--- src/rtl/core/bcvt_pkg.sv ---
`timescale 1ns / 1ps

package bcvt_pkg;

  // Fixed field widths.
  localparam int COUNT_W    = 23;
  localparam int VEL_W      = 20;
  localparam int MISS_W     = 4;
  localparam int CFG_DATA_W = 23;
  localparam int CFG_IDX_W  = 1;

  // Defaults for the top-level parameters.
  localparam int COORD_BITS_DEF = 11;
  localparam int FRAC_BITS_DEF  = 8;

  // Saturation value of the pixel counter and top of the miss counter.
  localparam logic [COUNT_W-1:0] COUNT_MAX = {COUNT_W{1'b1}};
  localparam logic [MISS_W-1:0]  MISS_MAX  = {MISS_W{1'b1}};
  localparam logic [MISS_W-1:0]  MISS_ONE  = MISS_W'(1);

  // Register reset values.
  localparam logic [COUNT_W-1:0] MIN_COUNT_RST  = COUNT_W'(10);
  localparam logic [MISS_W-1:0]  MISS_LIMIT_RST = MISS_W'(10);

  // Configuration register indexes.
  typedef enum logic [CFG_IDX_W-1:0] {
    CFG_MIN_COUNT  = 1'b0,
    CFG_MISS_LIMIT = 1'b1
  } cfg_idx_e;

  // Commands from the controller to the datapath.
  typedef struct packed {
    logic pix_acc;      // a pixel item was accepted
    logic start_cent;   // start the centroid divisions
    logic cap_cent;     // capture the centroid quotients
    logic start_vel;    // start the velocity divisions
    logic commit_hit;   // update track state for a detected frame
    logic commit_miss;  // update track state for a missed frame
    logic load_out;     // load the result item, clear the frame sums
  } cmd_t;

  // Status from the datapath to the controller.
  typedef struct packed {
    logic detected;
    logic have_last;
    logic div_done;
    logic out_free;
  } status_t;

endpackage

--- src/rtl/core/bcvt_if.sv ---
`timescale 1ns / 1ps

// Pixel stream channel.
interface bcvt_pix_if #(
  parameter int COORD_BITS = bcvt_pkg::COORD_BITS_DEF
);
  logic                  valid;
  logic                  ready;
  logic                  mask_bit;
  logic [COORD_BITS-1:0] column;
  logic [COORD_BITS-1:0] row;
  logic                  frame_end;

  modport source (output valid, mask_bit, column, row, frame_end, input ready);
  modport sink   (input valid, mask_bit, column, row, frame_end, output ready);
endinterface

// Per-frame result channel.
interface bcvt_res_if #(
  parameter int COORD_BITS = bcvt_pkg::COORD_BITS_DEF
);
  logic                                valid;
  logic                                ready;
  logic                                detected;
  logic                                has_position;
  logic [COORD_BITS-1:0]               pos_x;
  logic [COORD_BITS-1:0]               pos_y;
  logic signed [bcvt_pkg::VEL_W-1:0]   vel_x;
  logic signed [bcvt_pkg::VEL_W-1:0]   vel_y;
  logic [bcvt_pkg::MISS_W-1:0]         miss_frames;

  modport source (output valid, detected, has_position, pos_x, pos_y, vel_x, vel_y,
                  miss_frames, input ready);
  modport sink   (input valid, detected, has_position, pos_x, pos_y, vel_x, vel_y,
                  miss_frames, output ready);
endinterface

--- src/rtl/core/bcvt_divider.sv ---
`timescale 1ns / 1ps

// Restoring divider, one quotient bit per cycle.
module bcvt_divider #(
  parameter int DIVIDEND_W = 34,
  parameter int DIVISOR_W  = 23
) (
  input  logic                  clk_i,
  input  logic                  rst_ni,
  input  logic                  start_i,
  input  logic [DIVIDEND_W-1:0] dividend_i,
  input  logic [DIVISOR_W-1:0]  divisor_i,
  output logic [DIVIDEND_W-1:0] quotient_o,
  output logic                  done_o
);

  localparam int CNT_W = $clog2(DIVIDEND_W + 1);

  logic [DIVIDEND_W-1:0] quo_q;
  logic [DIVISOR_W-1:0]  rem_q;
  logic [DIVISOR_W-1:0]  div_q;
  logic [CNT_W-1:0]      cnt_q;
  logic                  run_q;
  logic                  done_q;

  logic [DIVISOR_W:0] trial;
  logic [DIVISOR_W:0] diff;
  logic               fits;

  // One trial subtraction; a borrow keeps the shifted remainder without the subtraction.
  assign trial = {rem_q, quo_q[DIVIDEND_W-1]};
  assign diff  = trial - {1'b0, div_q};
  assign fits  = ~diff[DIVISOR_W];

  // Sequencing of the iterations.
  always_ff @(posedge clk_i or negedge rst_ni) begin
    if (!rst_ni) begin
      cnt_q  <= '0;
      run_q  <= 1'b0;
      done_q <= 1'b0;
    end else begin
      done_q <= 1'b0;
      if (start_i) begin
        cnt_q <= CNT_W'(DIVIDEND_W);
        run_q <= 1'b1;
      end else if (run_q) begin
        cnt_q <= cnt_q - CNT_W'(1);
        if (cnt_q == CNT_W'(1)) begin
          run_q  <= 1'b0;
          done_q <= 1'b1;
        end
      end
    end
  end

  // Operand and partial result registers.
  always_ff @(posedge clk_i) begin
    if (start_i) begin
      quo_q <= dividend_i;
      rem_q <= '0;
      div_q <= divisor_i;
    end else if (run_q) begin
      quo_q <= {quo_q[DIVIDEND_W-2:0], fits};
      rem_q <= fits ? diff[DIVISOR_W-1:0] : trial[DIVISOR_W-1:0];
    end
  end

  assign quotient_o = quo_q;
  assign done_o     = done_q;

endmodule

--- src/rtl/core/bcvt_datapath.sv ---
`timescale 1ns / 1ps

module bcvt_datapath #(
  parameter int COORD_BITS = bcvt_pkg::COORD_BITS_DEF,
  parameter int FRAC_BITS  = bcvt_pkg::FRAC_BITS_DEF
) (
  input  logic                                clk_i,
  input  logic                                rst_ni,
  input  bcvt_pkg::cmd_t                      cmd_i,
  output bcvt_pkg::status_t                   status_o,
  input  logic                                mask_bit_i,
  input  logic [COORD_BITS-1:0]               column_i,
  input  logic [COORD_BITS-1:0]               row_i,
  input  logic                                cfg_we_i,
  input  logic [bcvt_pkg::CFG_IDX_W-1:0]      cfg_idx_i,
  input  logic [bcvt_pkg::CFG_DATA_W-1:0]     cfg_data_i,
  input  logic                                res_ready_i,
  output logic                                res_valid_o,
  output logic                                detected_o,
  output logic                                has_position_o,
  output logic [COORD_BITS-1:0]               pos_x_o,
  output logic [COORD_BITS-1:0]               pos_y_o,
  output logic signed [bcvt_pkg::VEL_W-1:0]   vel_x_o,
  output logic signed [bcvt_pkg::VEL_W-1:0]   vel_y_o,
  output logic [bcvt_pkg::MISS_W-1:0]         miss_frames_o
);

  localparam int COUNT_W = bcvt_pkg::COUNT_W;
  localparam int VEL_W   = bcvt_pkg::VEL_W;
  localparam int MISS_W  = bcvt_pkg::MISS_W;
  localparam int SUM_W   = COUNT_W + COORD_BITS;

  // Configuration registers.
  logic [COUNT_W-1:0] min_q;
  logic [MISS_W-1:0]  limit_q;

  // Frame accumulators.
  logic [COUNT_W-1:0] count_q;
  logic [SUM_W-1:0]   sum_x_q;
  logic [SUM_W-1:0]   sum_y_q;

  // Track state.
  logic [COORD_BITS-1:0]   last_x_q;
  logic [COORD_BITS-1:0]   last_y_q;
  logic                    have_last_q;
  logic [MISS_W-1:0]       miss_q;
  logic signed [VEL_W-1:0] vel_x_q;
  logic signed [VEL_W-1:0] vel_y_q;

  // Working registers for the current frame's evaluation.
  logic [COORD_BITS-1:0] cx_q;
  logic [COORD_BITS-1:0] cy_q;
  logic                  neg_x_q;
  logic                  neg_y_q;

  // Result item register.
  logic                    out_valid_q;
  logic                    out_det_q;
  logic                    out_has_q;
  logic [COORD_BITS-1:0]   out_x_q;
  logic [COORD_BITS-1:0]   out_y_q;
  logic signed [VEL_W-1:0] out_vx_q;
  logic signed [VEL_W-1:0] out_vy_q;
  logic [MISS_W-1:0]       out_miss_q;

  logic                    detected;
  logic                    neg_x;
  logic                    neg_y;
  logic [COORD_BITS-1:0]   mag_x;
  logic [COORD_BITS-1:0]   mag_y;
  logic                    div_start;
  logic [SUM_W-1:0]        dvd_x;
  logic [SUM_W-1:0]        dvd_y;
  logic [COUNT_W-1:0]      dvs;
  logic [SUM_W-1:0]        quo_x;
  logic [SUM_W-1:0]        quo_y;
  logic                    done_x;
  logic                    done_y;
  logic [VEL_W-1:0]        qv_x;
  logic [VEL_W-1:0]        qv_y;
  logic signed [VEL_W-1:0] new_vx;
  logic signed [VEL_W-1:0] new_vy;
  logic [MISS_W-1:0]       miss_next;

  // A frame is detected when it has set pixels and reaches the minimum.
  assign detected = (count_q != '0) && (count_q >= min_q);

  // Signed position change, as sign and magnitude.
  assign neg_x = cx_q < last_x_q;
  assign neg_y = cy_q < last_y_q;
  assign mag_x = neg_x ? (last_x_q - cx_q) : (cx_q - last_x_q);
  assign mag_y = neg_y ? (last_y_q - cy_q) : (cy_q - last_y_q);

  // The two divider lanes serve the centroid first, then the velocity.
  assign div_start = cmd_i.start_cent | cmd_i.start_vel;
  assign dvd_x = cmd_i.start_cent ? sum_x_q : (SUM_W'(mag_x) << FRAC_BITS);
  assign dvd_y = cmd_i.start_cent ? sum_y_q : (SUM_W'(mag_y) << FRAC_BITS);
  assign dvs   = cmd_i.start_cent ? count_q : COUNT_W'(miss_q);

  bcvt_divider #(
    .DIVIDEND_W (SUM_W),
    .DIVISOR_W  (COUNT_W)
  ) u_div_x (
    .clk_i      (clk_i),
    .rst_ni     (rst_ni),
    .start_i    (div_start),
    .dividend_i (dvd_x),
    .divisor_i  (dvs),
    .quotient_o (quo_x),
    .done_o     (done_x)
  );

  bcvt_divider #(
    .DIVIDEND_W (SUM_W),
    .DIVISOR_W  (COUNT_W)
  ) u_div_y (
    .clk_i      (clk_i),
    .rst_ni     (rst_ni),
    .start_i    (div_start),
    .dividend_i (dvd_y),
    .divisor_i  (dvs),
    .quotient_o (quo_y),
    .done_o     (done_y)
  );

  // Velocity quotient, truncated toward zero, wrapped to the output width.
  assign qv_x   = quo_x[VEL_W-1:0];
  assign qv_y   = quo_y[VEL_W-1:0];
  assign new_vx = !have_last_q ? '0 : (neg_x_q ? -$signed(qv_x) : $signed(qv_x));
  assign new_vy = !have_last_q ? '0 : (neg_y_q ? -$signed(qv_y) : $signed(qv_y));

  // Miss counter wraps to one when it is past the limit or at its top value.
  assign miss_next = ((miss_q > limit_q) || (miss_q == bcvt_pkg::MISS_MAX)) ?
                     bcvt_pkg::MISS_ONE : (miss_q + bcvt_pkg::MISS_ONE);

  // Configuration writes.
  always_ff @(posedge clk_i or negedge rst_ni) begin
    if (!rst_ni) begin
      min_q   <= bcvt_pkg::MIN_COUNT_RST;
      limit_q <= bcvt_pkg::MISS_LIMIT_RST;
    end else if (cfg_we_i) begin
      unique case (bcvt_pkg::cfg_idx_e'(cfg_idx_i))
        bcvt_pkg::CFG_MIN_COUNT:  min_q   <= cfg_data_i[COUNT_W-1:0];
        bcvt_pkg::CFG_MISS_LIMIT: limit_q <= cfg_data_i[MISS_W-1:0];
        default: ;
      endcase
    end
  end

  // Frame accumulation; a saturated count ignores further set pixels.
  always_ff @(posedge clk_i or negedge rst_ni) begin
    if (!rst_ni) begin
      count_q <= '0;
      sum_x_q <= '0;
      sum_y_q <= '0;
    end else if (cmd_i.load_out) begin
      count_q <= '0;
      sum_x_q <= '0;
      sum_y_q <= '0;
    end else if (cmd_i.pix_acc && mask_bit_i && (count_q != bcvt_pkg::COUNT_MAX)) begin
      count_q <= count_q + COUNT_W'(1);
      sum_x_q <= sum_x_q + SUM_W'(column_i);
      sum_y_q <= sum_y_q + SUM_W'(row_i);
    end
  end

  // Centroid capture and velocity sign capture.
  always_ff @(posedge clk_i) begin
    if (cmd_i.cap_cent) begin
      cx_q <= quo_x[COORD_BITS-1:0];
      cy_q <= quo_y[COORD_BITS-1:0];
    end
    if (cmd_i.start_vel) begin
      neg_x_q <= neg_x;
      neg_y_q <= neg_y;
    end
  end

  // Track state update at the end of each frame.
  always_ff @(posedge clk_i or negedge rst_ni) begin
    if (!rst_ni) begin
      last_x_q    <= '0;
      last_y_q    <= '0;
      have_last_q <= 1'b0;
      miss_q      <= bcvt_pkg::MISS_ONE;
      vel_x_q     <= '0;
      vel_y_q     <= '0;
    end else if (cmd_i.commit_hit) begin
      last_x_q    <= cx_q;
      last_y_q    <= cy_q;
      have_last_q <= 1'b1;
      miss_q      <= bcvt_pkg::MISS_ONE;
      vel_x_q     <= new_vx;
      vel_y_q     <= new_vy;
    end else if (cmd_i.commit_miss) begin
      miss_q <= miss_next;
    end
  end

  // Result item register; it is handed over while the next frame streams in.
  always_ff @(posedge clk_i or negedge rst_ni) begin
    if (!rst_ni) begin
      out_valid_q <= 1'b0;
    end else if (cmd_i.load_out) begin
      out_valid_q <= 1'b1;
    end else if (res_ready_i) begin
      out_valid_q <= 1'b0;
    end
  end

  always_ff @(posedge clk_i) begin
    if (cmd_i.load_out) begin
      out_det_q  <= detected;
      out_has_q  <= have_last_q;
      out_x_q    <= last_x_q;
      out_y_q    <= last_y_q;
      out_vx_q   <= vel_x_q;
      out_vy_q   <= vel_y_q;
      out_miss_q <= miss_q;
    end
  end

  assign status_o.detected  = detected;
  assign status_o.have_last = have_last_q;
  assign status_o.div_done  = done_x;
  assign status_o.out_free  = !out_valid_q || res_ready_i;

  assign res_valid_o    = out_valid_q;
  assign detected_o     = out_det_q;
  assign has_position_o = out_has_q;
  assign pos_x_o        = out_x_q;
  assign pos_y_o        = out_y_q;
  assign vel_x_o        = out_vx_q;
  assign vel_y_o        = out_vy_q;
  assign miss_frames_o  = out_miss_q;

`ifndef SYNTHESIS
  // The miss counter never reaches zero, so the velocity divisor is safe.
  a_miss_nonzero: assert property (@(posedge clk_i) disable iff (!rst_ni)
    miss_q != '0)
    else $error("miss counter reached zero");

  // Both divider lanes run in lockstep.
  a_lanes_lockstep: assert property (@(posedge clk_i) disable iff (!rst_ni)
    done_x == done_y)
    else $error("divider lanes out of step");

  // A velocity division only follows an earlier detection.
  a_vel_needs_last: assert property (@(posedge clk_i) disable iff (!rst_ni)
    cmd_i.start_vel |-> have_last_q)
    else $error("velocity division without earlier position");

  // A result item is never overwritten before it is taken.
  a_no_overwrite: assert property (@(posedge clk_i) disable iff (!rst_ni)
    cmd_i.load_out |-> (!out_valid_q || res_ready_i))
    else $error("result item overwritten");

  // A detected frame always reports a position.
  a_det_has_pos: assert property (@(posedge clk_i) disable iff (!rst_ni)
    (out_valid_q && out_det_q) |-> out_has_q)
    else $error("detection without position");
`endif

endmodule

--- src/rtl/core/bcvt_ctrl.sv ---
`timescale 1ns / 1ps

module bcvt_ctrl (
  input  logic              clk_i,
  input  logic              rst_ni,
  input  logic              pix_valid_i,
  input  logic              pix_frame_end_i,
  output logic              pix_ready_o,
  input  bcvt_pkg::status_t status_i,
  output bcvt_pkg::cmd_t    cmd_o
);

  typedef enum logic [6:0] {
    ST_ACC    = 7'b0000001,
    ST_EVAL   = 7'b0000010,
    ST_CDIV   = 7'b0000100,
    ST_VSTART = 7'b0001000,
    ST_VDIV   = 7'b0010000,
    ST_COMMIT = 7'b0100000,
    ST_OUT    = 7'b1000000
  } state_e;

  state_e state_q;
  state_e state_d;
  logic   accept;

  // Pixels stream in only while accumulating.
  assign pix_ready_o = (state_q == ST_ACC);
  assign accept      = pix_valid_i && pix_ready_o;

  // Next state and commands.
  always_comb begin
    state_d = state_q;
    cmd_o   = '0;
    cmd_o.pix_acc = accept;
    unique case (state_q)
      ST_ACC: begin
        if (accept && pix_frame_end_i) begin
          state_d = ST_EVAL;
        end
      end
      ST_EVAL: begin
        if (status_i.detected) begin
          cmd_o.start_cent = 1'b1;
          state_d          = ST_CDIV;
        end else begin
          cmd_o.commit_miss = 1'b1;
          state_d           = ST_OUT;
        end
      end
      ST_CDIV: begin
        if (status_i.div_done) begin
          cmd_o.cap_cent = 1'b1;
          state_d        = status_i.have_last ? ST_VSTART : ST_COMMIT;
        end
      end
      ST_VSTART: begin
        cmd_o.start_vel = 1'b1;
        state_d         = ST_VDIV;
      end
      ST_VDIV: begin
        if (status_i.div_done) begin
          state_d = ST_COMMIT;
        end
      end
      ST_COMMIT: begin
        cmd_o.commit_hit = 1'b1;
        state_d          = ST_OUT;
      end
      ST_OUT: begin
        if (status_i.out_free) begin
          cmd_o.load_out = 1'b1;
          state_d        = ST_ACC;
        end
      end
      default: begin
        state_d = ST_ACC;
      end
    endcase
  end

  always_ff @(posedge clk_i or negedge rst_ni) begin
    if (!rst_ni) begin
      state_q <= ST_ACC;
    end else begin
      state_q <= state_d;
    end
  end

`ifndef SYNTHESIS
  // The end of a frame is always followed by its evaluation.
  a_frame_end_eval: assert property (@(posedge clk_i) disable iff (!rst_ni)
    (accept && pix_frame_end_i) |=> (state_q == ST_EVAL))
    else $error("frame end not evaluated");

  // A divider completion is only seen while a division is awaited.
  a_done_expected: assert property (@(posedge clk_i) disable iff (!rst_ni)
    status_i.div_done |-> (state_q == ST_CDIV || state_q == ST_VDIV))
    else $error("unexpected divider completion");

  // Each track update is followed by the result load state.
  a_commit_then_out: assert property (@(posedge clk_i) disable iff (!rst_ni)
    (cmd_o.commit_hit || cmd_o.commit_miss) |=> (state_q == ST_OUT))
    else $error("track update not followed by result");
`endif

endmodule

--- src/rtl/core/blob_centroid_velocity_tracker.sv ---
`timescale 1ns / 1ps

// Blob centroid and velocity tracker. Mask pixels are taken one item per
// cycle while a frame streams in; set pixels are counted and their columns
// and rows summed. After the item flagged frame_end, pixel input is held off
// while the frame is evaluated: a detected frame runs two bit-serial divider
// lanes, first for the centroid and then, when an earlier position exists,
// for the velocity. Each pass works through the sums one bit at a time and
// then reports completion. With the result register free, the next pixel
// item can be taken once the frame is evaluated: after both passes, after
// the centroid pass alone on the first detection, and straight after the
// track update for a frame without detection. One result item follows each
// frame end. It sits in an output register, so the next frame may stream
// in while it waits to be taken; the following frame end waits for that
// register to be free. Velocity is signed fixed point with FRAC_BITS
// fraction bits, truncated toward zero.
module blob_centroid_velocity_tracker #(
  parameter int COORD_BITS = bcvt_pkg::COORD_BITS_DEF,
  parameter int FRAC_BITS  = bcvt_pkg::FRAC_BITS_DEF
) (
  input  logic                            clk_i,
  input  logic                            rst_ni,
  bcvt_pix_if.sink                        pix_i,
  bcvt_res_if.source                      res_o,
  input  logic                            cfg_we_i,
  input  logic [bcvt_pkg::CFG_IDX_W-1:0]  cfg_idx_i,
  input  logic [bcvt_pkg::CFG_DATA_W-1:0] cfg_data_i
);

  bcvt_pkg::cmd_t    cmd;
  bcvt_pkg::status_t status;

  bcvt_ctrl u_ctrl (
    .clk_i           (clk_i),
    .rst_ni          (rst_ni),
    .pix_valid_i     (pix_i.valid),
    .pix_frame_end_i (pix_i.frame_end),
    .pix_ready_o     (pix_i.ready),
    .status_i        (status),
    .cmd_o           (cmd)
  );

  bcvt_datapath #(
    .COORD_BITS (COORD_BITS),
    .FRAC_BITS  (FRAC_BITS)
  ) u_datapath (
    .clk_i          (clk_i),
    .rst_ni         (rst_ni),
    .cmd_i          (cmd),
    .status_o       (status),
    .mask_bit_i     (pix_i.mask_bit),
    .column_i       (pix_i.column),
    .row_i          (pix_i.row),
    .cfg_we_i       (cfg_we_i),
    .cfg_idx_i      (cfg_idx_i),
    .cfg_data_i     (cfg_data_i),
    .res_ready_i    (res_o.ready),
    .res_valid_o    (res_o.valid),
    .detected_o     (res_o.detected),
    .has_position_o (res_o.has_position),
    .pos_x_o        (res_o.pos_x),
    .pos_y_o        (res_o.pos_y),
    .vel_x_o        (res_o.vel_x),
    .vel_y_o        (res_o.vel_y),
    .miss_frames_o  (res_o.miss_frames)
  );

endmodule

--- src/flat_wrapper.sv ---
// flat-port wrapper written by rule: the top's interface ports become plain ports
module blob_centroid_velocity_tracker_flat 
#(
  parameter int COORD_BITS = bcvt_pkg::COORD_BITS_DEF,
  parameter int FRAC_BITS  = bcvt_pkg::FRAC_BITS_DEF
)
  (clk_i, rst_ni, cfg_we_i, cfg_idx_i, cfg_data_i, pix_i_valid, pix_i_mask_bit, pix_i_column, pix_i_row, pix_i_frame_end, pix_i_ready, res_o_valid, res_o_detected, res_o_has_position, res_o_pos_x, res_o_pos_y, res_o_vel_x, res_o_vel_y, res_o_miss_frames, res_o_ready);
  bcvt_pix_if #(.COORD_BITS(COORD_BITS)) pix_i_i ();
  bcvt_res_if #(.COORD_BITS(COORD_BITS)) res_o_i ();
  input  logic clk_i;
  input  logic rst_ni;
  input  logic cfg_we_i;
  input  logic [bcvt_pkg::CFG_IDX_W-1:0] cfg_idx_i;
  input  logic [bcvt_pkg::CFG_DATA_W-1:0] cfg_data_i;
  input wire logic [$bits(pix_i_i.valid)-1:0] pix_i_valid;
  input wire logic [$bits(pix_i_i.mask_bit)-1:0] pix_i_mask_bit;
  input wire logic [$bits(pix_i_i.column)-1:0] pix_i_column;
  input wire logic [$bits(pix_i_i.row)-1:0] pix_i_row;
  input wire logic [$bits(pix_i_i.frame_end)-1:0] pix_i_frame_end;
  output wire logic [$bits(pix_i_i.ready)-1:0] pix_i_ready;
  output wire logic [$bits(res_o_i.valid)-1:0] res_o_valid;
  output wire logic [$bits(res_o_i.detected)-1:0] res_o_detected;
  output wire logic [$bits(res_o_i.has_position)-1:0] res_o_has_position;
  output wire logic [$bits(res_o_i.pos_x)-1:0] res_o_pos_x;
  output wire logic [$bits(res_o_i.pos_y)-1:0] res_o_pos_y;
  output wire logic [$bits(res_o_i.vel_x)-1:0] res_o_vel_x;
  output wire logic [$bits(res_o_i.vel_y)-1:0] res_o_vel_y;
  output wire logic [$bits(res_o_i.miss_frames)-1:0] res_o_miss_frames;
  input wire logic [$bits(res_o_i.ready)-1:0] res_o_ready;
  assign pix_i_i.valid = pix_i_valid;
  assign pix_i_i.mask_bit = pix_i_mask_bit;
  assign pix_i_i.column = pix_i_column;
  assign pix_i_i.row = pix_i_row;
  assign pix_i_i.frame_end = pix_i_frame_end;
  assign pix_i_ready = pix_i_i.ready;
  assign res_o_valid = res_o_i.valid;
  assign res_o_detected = res_o_i.detected;
  assign res_o_has_position = res_o_i.has_position;
  assign res_o_pos_x = res_o_i.pos_x;
  assign res_o_pos_y = res_o_i.pos_y;
  assign res_o_vel_x = res_o_i.vel_x;
  assign res_o_vel_y = res_o_i.vel_y;
  assign res_o_miss_frames = res_o_i.miss_frames;
  assign res_o_i.ready = res_o_ready;
  blob_centroid_velocity_tracker #(.COORD_BITS(COORD_BITS), .FRAC_BITS(FRAC_BITS)) u_core (.clk_i(clk_i), .rst_ni(rst_ni), .pix_i(pix_i_i), .res_o(res_o_i), .cfg_we_i(cfg_we_i), .cfg_idx_i(cfg_idx_i), .cfg_data_i(cfg_data_i));
endmodule
--- config.mk ---
export PLATFORM = sky130hd
export DESIGN_NAME = blob_centroid_velocity_tracker_flat
export DESIGN_NICKNAME = d
export VERILOG_FILES = /design/src/rtl/core/bcvt_pkg.sv /design/src/rtl/core/bcvt_if.sv /design/src/rtl/core/bcvt_divider.sv /design/src/rtl/core/bcvt_datapath.sv /design/src/rtl/core/bcvt_ctrl.sv /design/src/rtl/core/blob_centroid_velocity_tracker.sv /design/src/flat_wrapper.sv
export SDC_FILE = /design/constraint.sdc
export NUM_CORES = 1
export LEC_CHECK = 0
export BUFFER_PORTS_ARGS = -buffer_cell sky130_fd_sc_hd__buf_2
export CORE_MARGIN = 5
export CORE_UTILIZATION = 30
export DETAILED_ROUTE_END_ITERATION = 6
export HOLD_SLACK_MARGIN = 0.03
export MAX_ROUTING_LAYER = met4
export PLACE_DENSITY_LB_ADDON = 0.12
export SYNTH_ARGS = -nofsm -noshare
export SYNTH_HDL_FRONTEND = slang
export SYNTH_SLANG_ARGS = --single-unit
--- constraint.sdc ---
create_clock -name clk_i -period 8.8 [get_ports clk_i]
set_input_delay 0.88 -clock clk_i [delete_from_list [all_inputs] [get_ports clk_i]]
set_output_delay 0.88 -clock clk_i [all_outputs]
set_load 0.05 [all_outputs]
==> impl_results.md <==
* Sequential share of power at 0.383
* DP Cell Count at around 3500
* RSZ-0062 raised after global routing: no
* Cell variety after synth at 90
* Wire length per cell at 17.85 um
* Critical path data arrival time at 4.59 ns
* First-pass GRT wire length at around 100000 um
* Core Rows at about 100
* Largest net degree at the start of global routing at 155
* Fin cells at about 3600
* Final nets at 2732
* # hold bufs at CTS at 0
* Place WS at ~4.7 ns
* Vias in the first global route at about 18000
* IO Port Bufs at 122
* Gr busiest metal: met2
* Ys Warns at 0
* Ys flop type: dfrtp_1
* Iteration-0 DRC Markers at about 900
* Antenna-violating nets left at 0
* FF-to-FF path depth at 13
* Fin. Hold Viols at 0
* Most frequent cells in the layout: 293 x nand2_1, 276 x o21ai_0, 202 x dfrtp_1
* Hold Crit Class: input pin to asynchronous set/reset pin
* Crit Path Class: register to register
* Starting density of the core at 0.3021
* Worst clock skew at about 0.025 ns
* Met3 usage at 0.02221
* Final setup viols at 0
* M2 GR Usage at 0.2464
* DR vias at between 15000 and 20000
* IO Pins at ~120
* DRC violations left at 0
* Drt first pass iters at 5
* Crit path required time at 9.33 ns
* Seq/Total Area, Yosys at 0.4873
* PwrDens at between 200 and 300 mW/mm^2
* GRT Total Usage at 0.1529
* Comb power frac at 0.328
* WL final at ~65000 um
* Worst IR drop on VDD at approximately 0.00014 V
* CTS buffer count at 51
* Cell Area, Synth at ~0.024 sq mm
* Initial antenna violation count at 0
* H-tree Lvls at 2
* Post-synth EDFFs at roughly 180
* Worst skew pair latency at 0.61 ns
* Worst-margin pin slew at between 1 and 1.5 ns
* Crit path time final at between 4 and 5 ns
* Post-synthesis area per instance at roughly 10 sq um
* Design area at around 0.027 sq mm
* CP Max Fanout at 66
* GPL Wtd Cong at between 0.8 and 0.9
* TritonCTS clock tree: yes
* Critical path launch point type: register
* Peak Freq at roughly 250 MHz
* Cell Area, Placed at ~0.026 sq mm
* Rel. slew slack at 0.1583
* Vias per cell at 4.919
* Period utilization at 0.4609
* Final WS setup at between 4 and 5 ns
* GR Util met1 at 0.2061
* Total gr overflow at 0
* Fraction of registers with async set/reset at 0.4760
* Synthesized flop and latch total at 437
* Share of post-route cells with drive strength above 1 at 0.1087
* Post-synthesis cell count at roughly 2400
* Setup TNS at 0 ns
* Status: finished clean
* Post-CTS Resized at 0
* Max clock buf depth at 3
* Max-slew violations at 0
* Chip height at 292.0 um
* Post-CTS Setup Bufs at 0
* Worst Setup End Kind: register
* CTS sink count at roughly 440
* CTS root buf: clkbuf_16
* Core Region at about 0.08 sq mm
* Max Cap Viol at 0
* Static leakage at approximately 12 nW
* Commonest non-fill, non-tap cell in the layout: nand2_1
* Layout overhead on the synthesized area at 14.28%
* Die Width at between 200 and 300 um
* Hpwl dp at 45550 um
* Switching Fraction at 0.3569
* Sw power at 2.706 mW
* Clock transition at the registers of the reported paths at 0.06 ns
* Syn Nets at ~2600
* P_int at 4.877 mW
* Diodes inserted at 0
* Filler cells at roughly 8000
* Die area at 0.08529 sq mm
* Clk network pwr share at 0.290
## flip-flops by register name (all words and copies together) (netlist names), 6 cells and up
signal and flops:
u_core.u_datapath.sum_x_q 34, u_core.u_datapath.sum_y_q 34, u_core.u_datapath.u_div_x.quotient_o 34, u_core.u_datapath.u_div_y.quotient_o 34
u_core.u_datapath.count_q 23, u_core.u_datapath.min_q 23, u_core.u_datapath.u_div_x.rem_q 23, u_core.u_datapath.u_div_y.div_q 23
u_core.u_datapath.u_div_y.rem_q 23, u_core.u_datapath.vel_x_o 20, u_core.u_datapath.vel_x_q 20, u_core.u_datapath.vel_y_o 20
u_core.u_datapath.vel_y_q 20, u_core.u_datapath.cx_q 11, u_core.u_datapath.cy_q 11, u_core.u_datapath.last_x_q 11
u_core.u_datapath.last_y_q 11, u_core.u_datapath.pos_x_o 11, u_core.u_datapath.pos_y_o 11, u_core.u_ctrl.state_q 7
u_core.u_datapath.u_div_x.cnt_q 6, u_core.u_datapath.u_div_y.cnt_q 6
## power groups by stage
| stage | sequential (mW) | clock [mW] | combinational, mW |
|---|---|---|---|
| floorplan | 2.84 | 0 | 1.96 |
| global placement | 2.93 | 0 | 2.47 |
| detailed placement | 2.94 | 0 | 2.49 |
| CTS | 2.90 | 2.28 | 2.51 |
| global route | 2.95 | 2.36 | 2.82 |
| finish | 2.90 | 2.20 | 2.48 |
## cells by family after synthesis
| family | share of synthesized area |
|---|---|
| adder cells (fa/ha/maj) | 0.08326 |
| AO/OA/AOI/OAI | 0.1480 |
| AND/OR/NAND/NOR | 0.1522 |
| flip-flops | 0.4873 |
| multiplexers | 0.02522 |
| XOR/XNOR | 0.06129 |
| buffers and inverters | 0.04273 |
## layout make-up
class                           count  area, sq um  area share
Sequential cell                   437        11630      0.4264
Multi-Input combinational cell   1737        11250      0.4126
Timing Repair Buffer              142        783.3     0.02872
Clock buffer                       66         1353     0.04959
Tap cell                         1050         1314     0.04817
Inverter                          156        585.6     0.02147
Clock inverter                     28        355.3     0.01303
## through the flow
| step | total power [mW] | util | hold slack [ns] |
|---|---|---|---|
| after global placement | 5.400 | 0.3236 | 0.4373 |
| after CTS | 7.689 | 0.3452 | 0.1906 |
| after floorplan | 4.801 | - | 0.4231 |
| after global routing | 8.125 | 0.3452 | 0.2224 |
| after detailed placement | 5.435 | 0.3236 | 0.4290 |
| final | 7.584 | 0.3452 | 0.2017 |
## Yosys cell counts, types with 6 or more instances
cell type	number	area share
a211oi_1	15	0.0047
a21o_1	38	0.012
a21oi_1	134	0.028
a22oi_1	16	0.0050
a31oi_1	12	0.0031
and2_1	24	0.0063
and3_1	23	0.0060
buf_1	8	0.0013
buf_2	8	0.0017
clkbuf_1	77	0.012
dfrtp_1	202	0.21
dfstp_2	6	0.0066
dfxtp_1	46	0.039
edfxtp_1	183	0.23
fa_1	8	0.0067
ha_1	146	0.077
inv_1	154	0.024
mux2_2	17	0.0080
mux2i_1	41	0.017
nand2_1	293	0.046
nand2b_1	20	0.0052
nand3_1	80	0.017
nand4_1	23	0.0060
nor2_1	145	0.023
nor2b_1	24	0.0063
nor3_1	45	0.0094
nor4_1	19	0.0050
o211ai_1	10	0.0031
o21a_1	15	0.0047
o21ai_0	276	0.058
o31ai_1	17	0.0053
or3_1	24	0.0063
or4_1	8	0.0025
xnor2_1	80	0.029
xor2_1	87	0.032
## routing by layer
layer  vias to the layer above  routed length (um)  part of all wire
met4                         0                1209             0.019
met3                        84                2017             0.031
met2                       259               30140              0.47
met1                      8649               31160              0.48
met5                         -                   0                 0
li1                       8796                   -                 -
## critical path, stage by stage (launching register included)
cell	delay [ns]
dfrtp_1	0.44
ha_1	0.32
a21o_1	0.17
a21o_1	0.17
a21oi_1	0.15
o21ai_0	0.12
a21oi_1	0.19
a21o_1	0.32
nor2_4	0.09
nor2_4	0.07
buf_4	0.64
inv_1	0.58
or4_1	0.60
nand3_1	0.10
## final timing paths
check	start	slack [ns]	end
setup / recovery	u_core.u_datapath.count_q[8]	4.74	u_core.u_datapath.u_div_x.rem_q[1]
hold / removal	rst_ni	0.20	u_core.u_datapath.min_q[11]
setup reg to reg	u_core.u_datapath.count_q[8]	4.74	u_core.u_datapath.u_div_x.rem_q[1]
hold reg to reg	u_core.u_datapath.vel_y_q[14]	0.44	u_core.u_datapath.vel_y_o[14]
max in group asynchronous	rst_ni	7.32	u_core.u_datapath.last_x_q[2]
min in group clk_i	u_core.u_datapath.vel_y_q[14]	0.44	u_core.u_datapath.vel_y_o[14]
No activity file was read; power rests on OpenSTA's default activity.
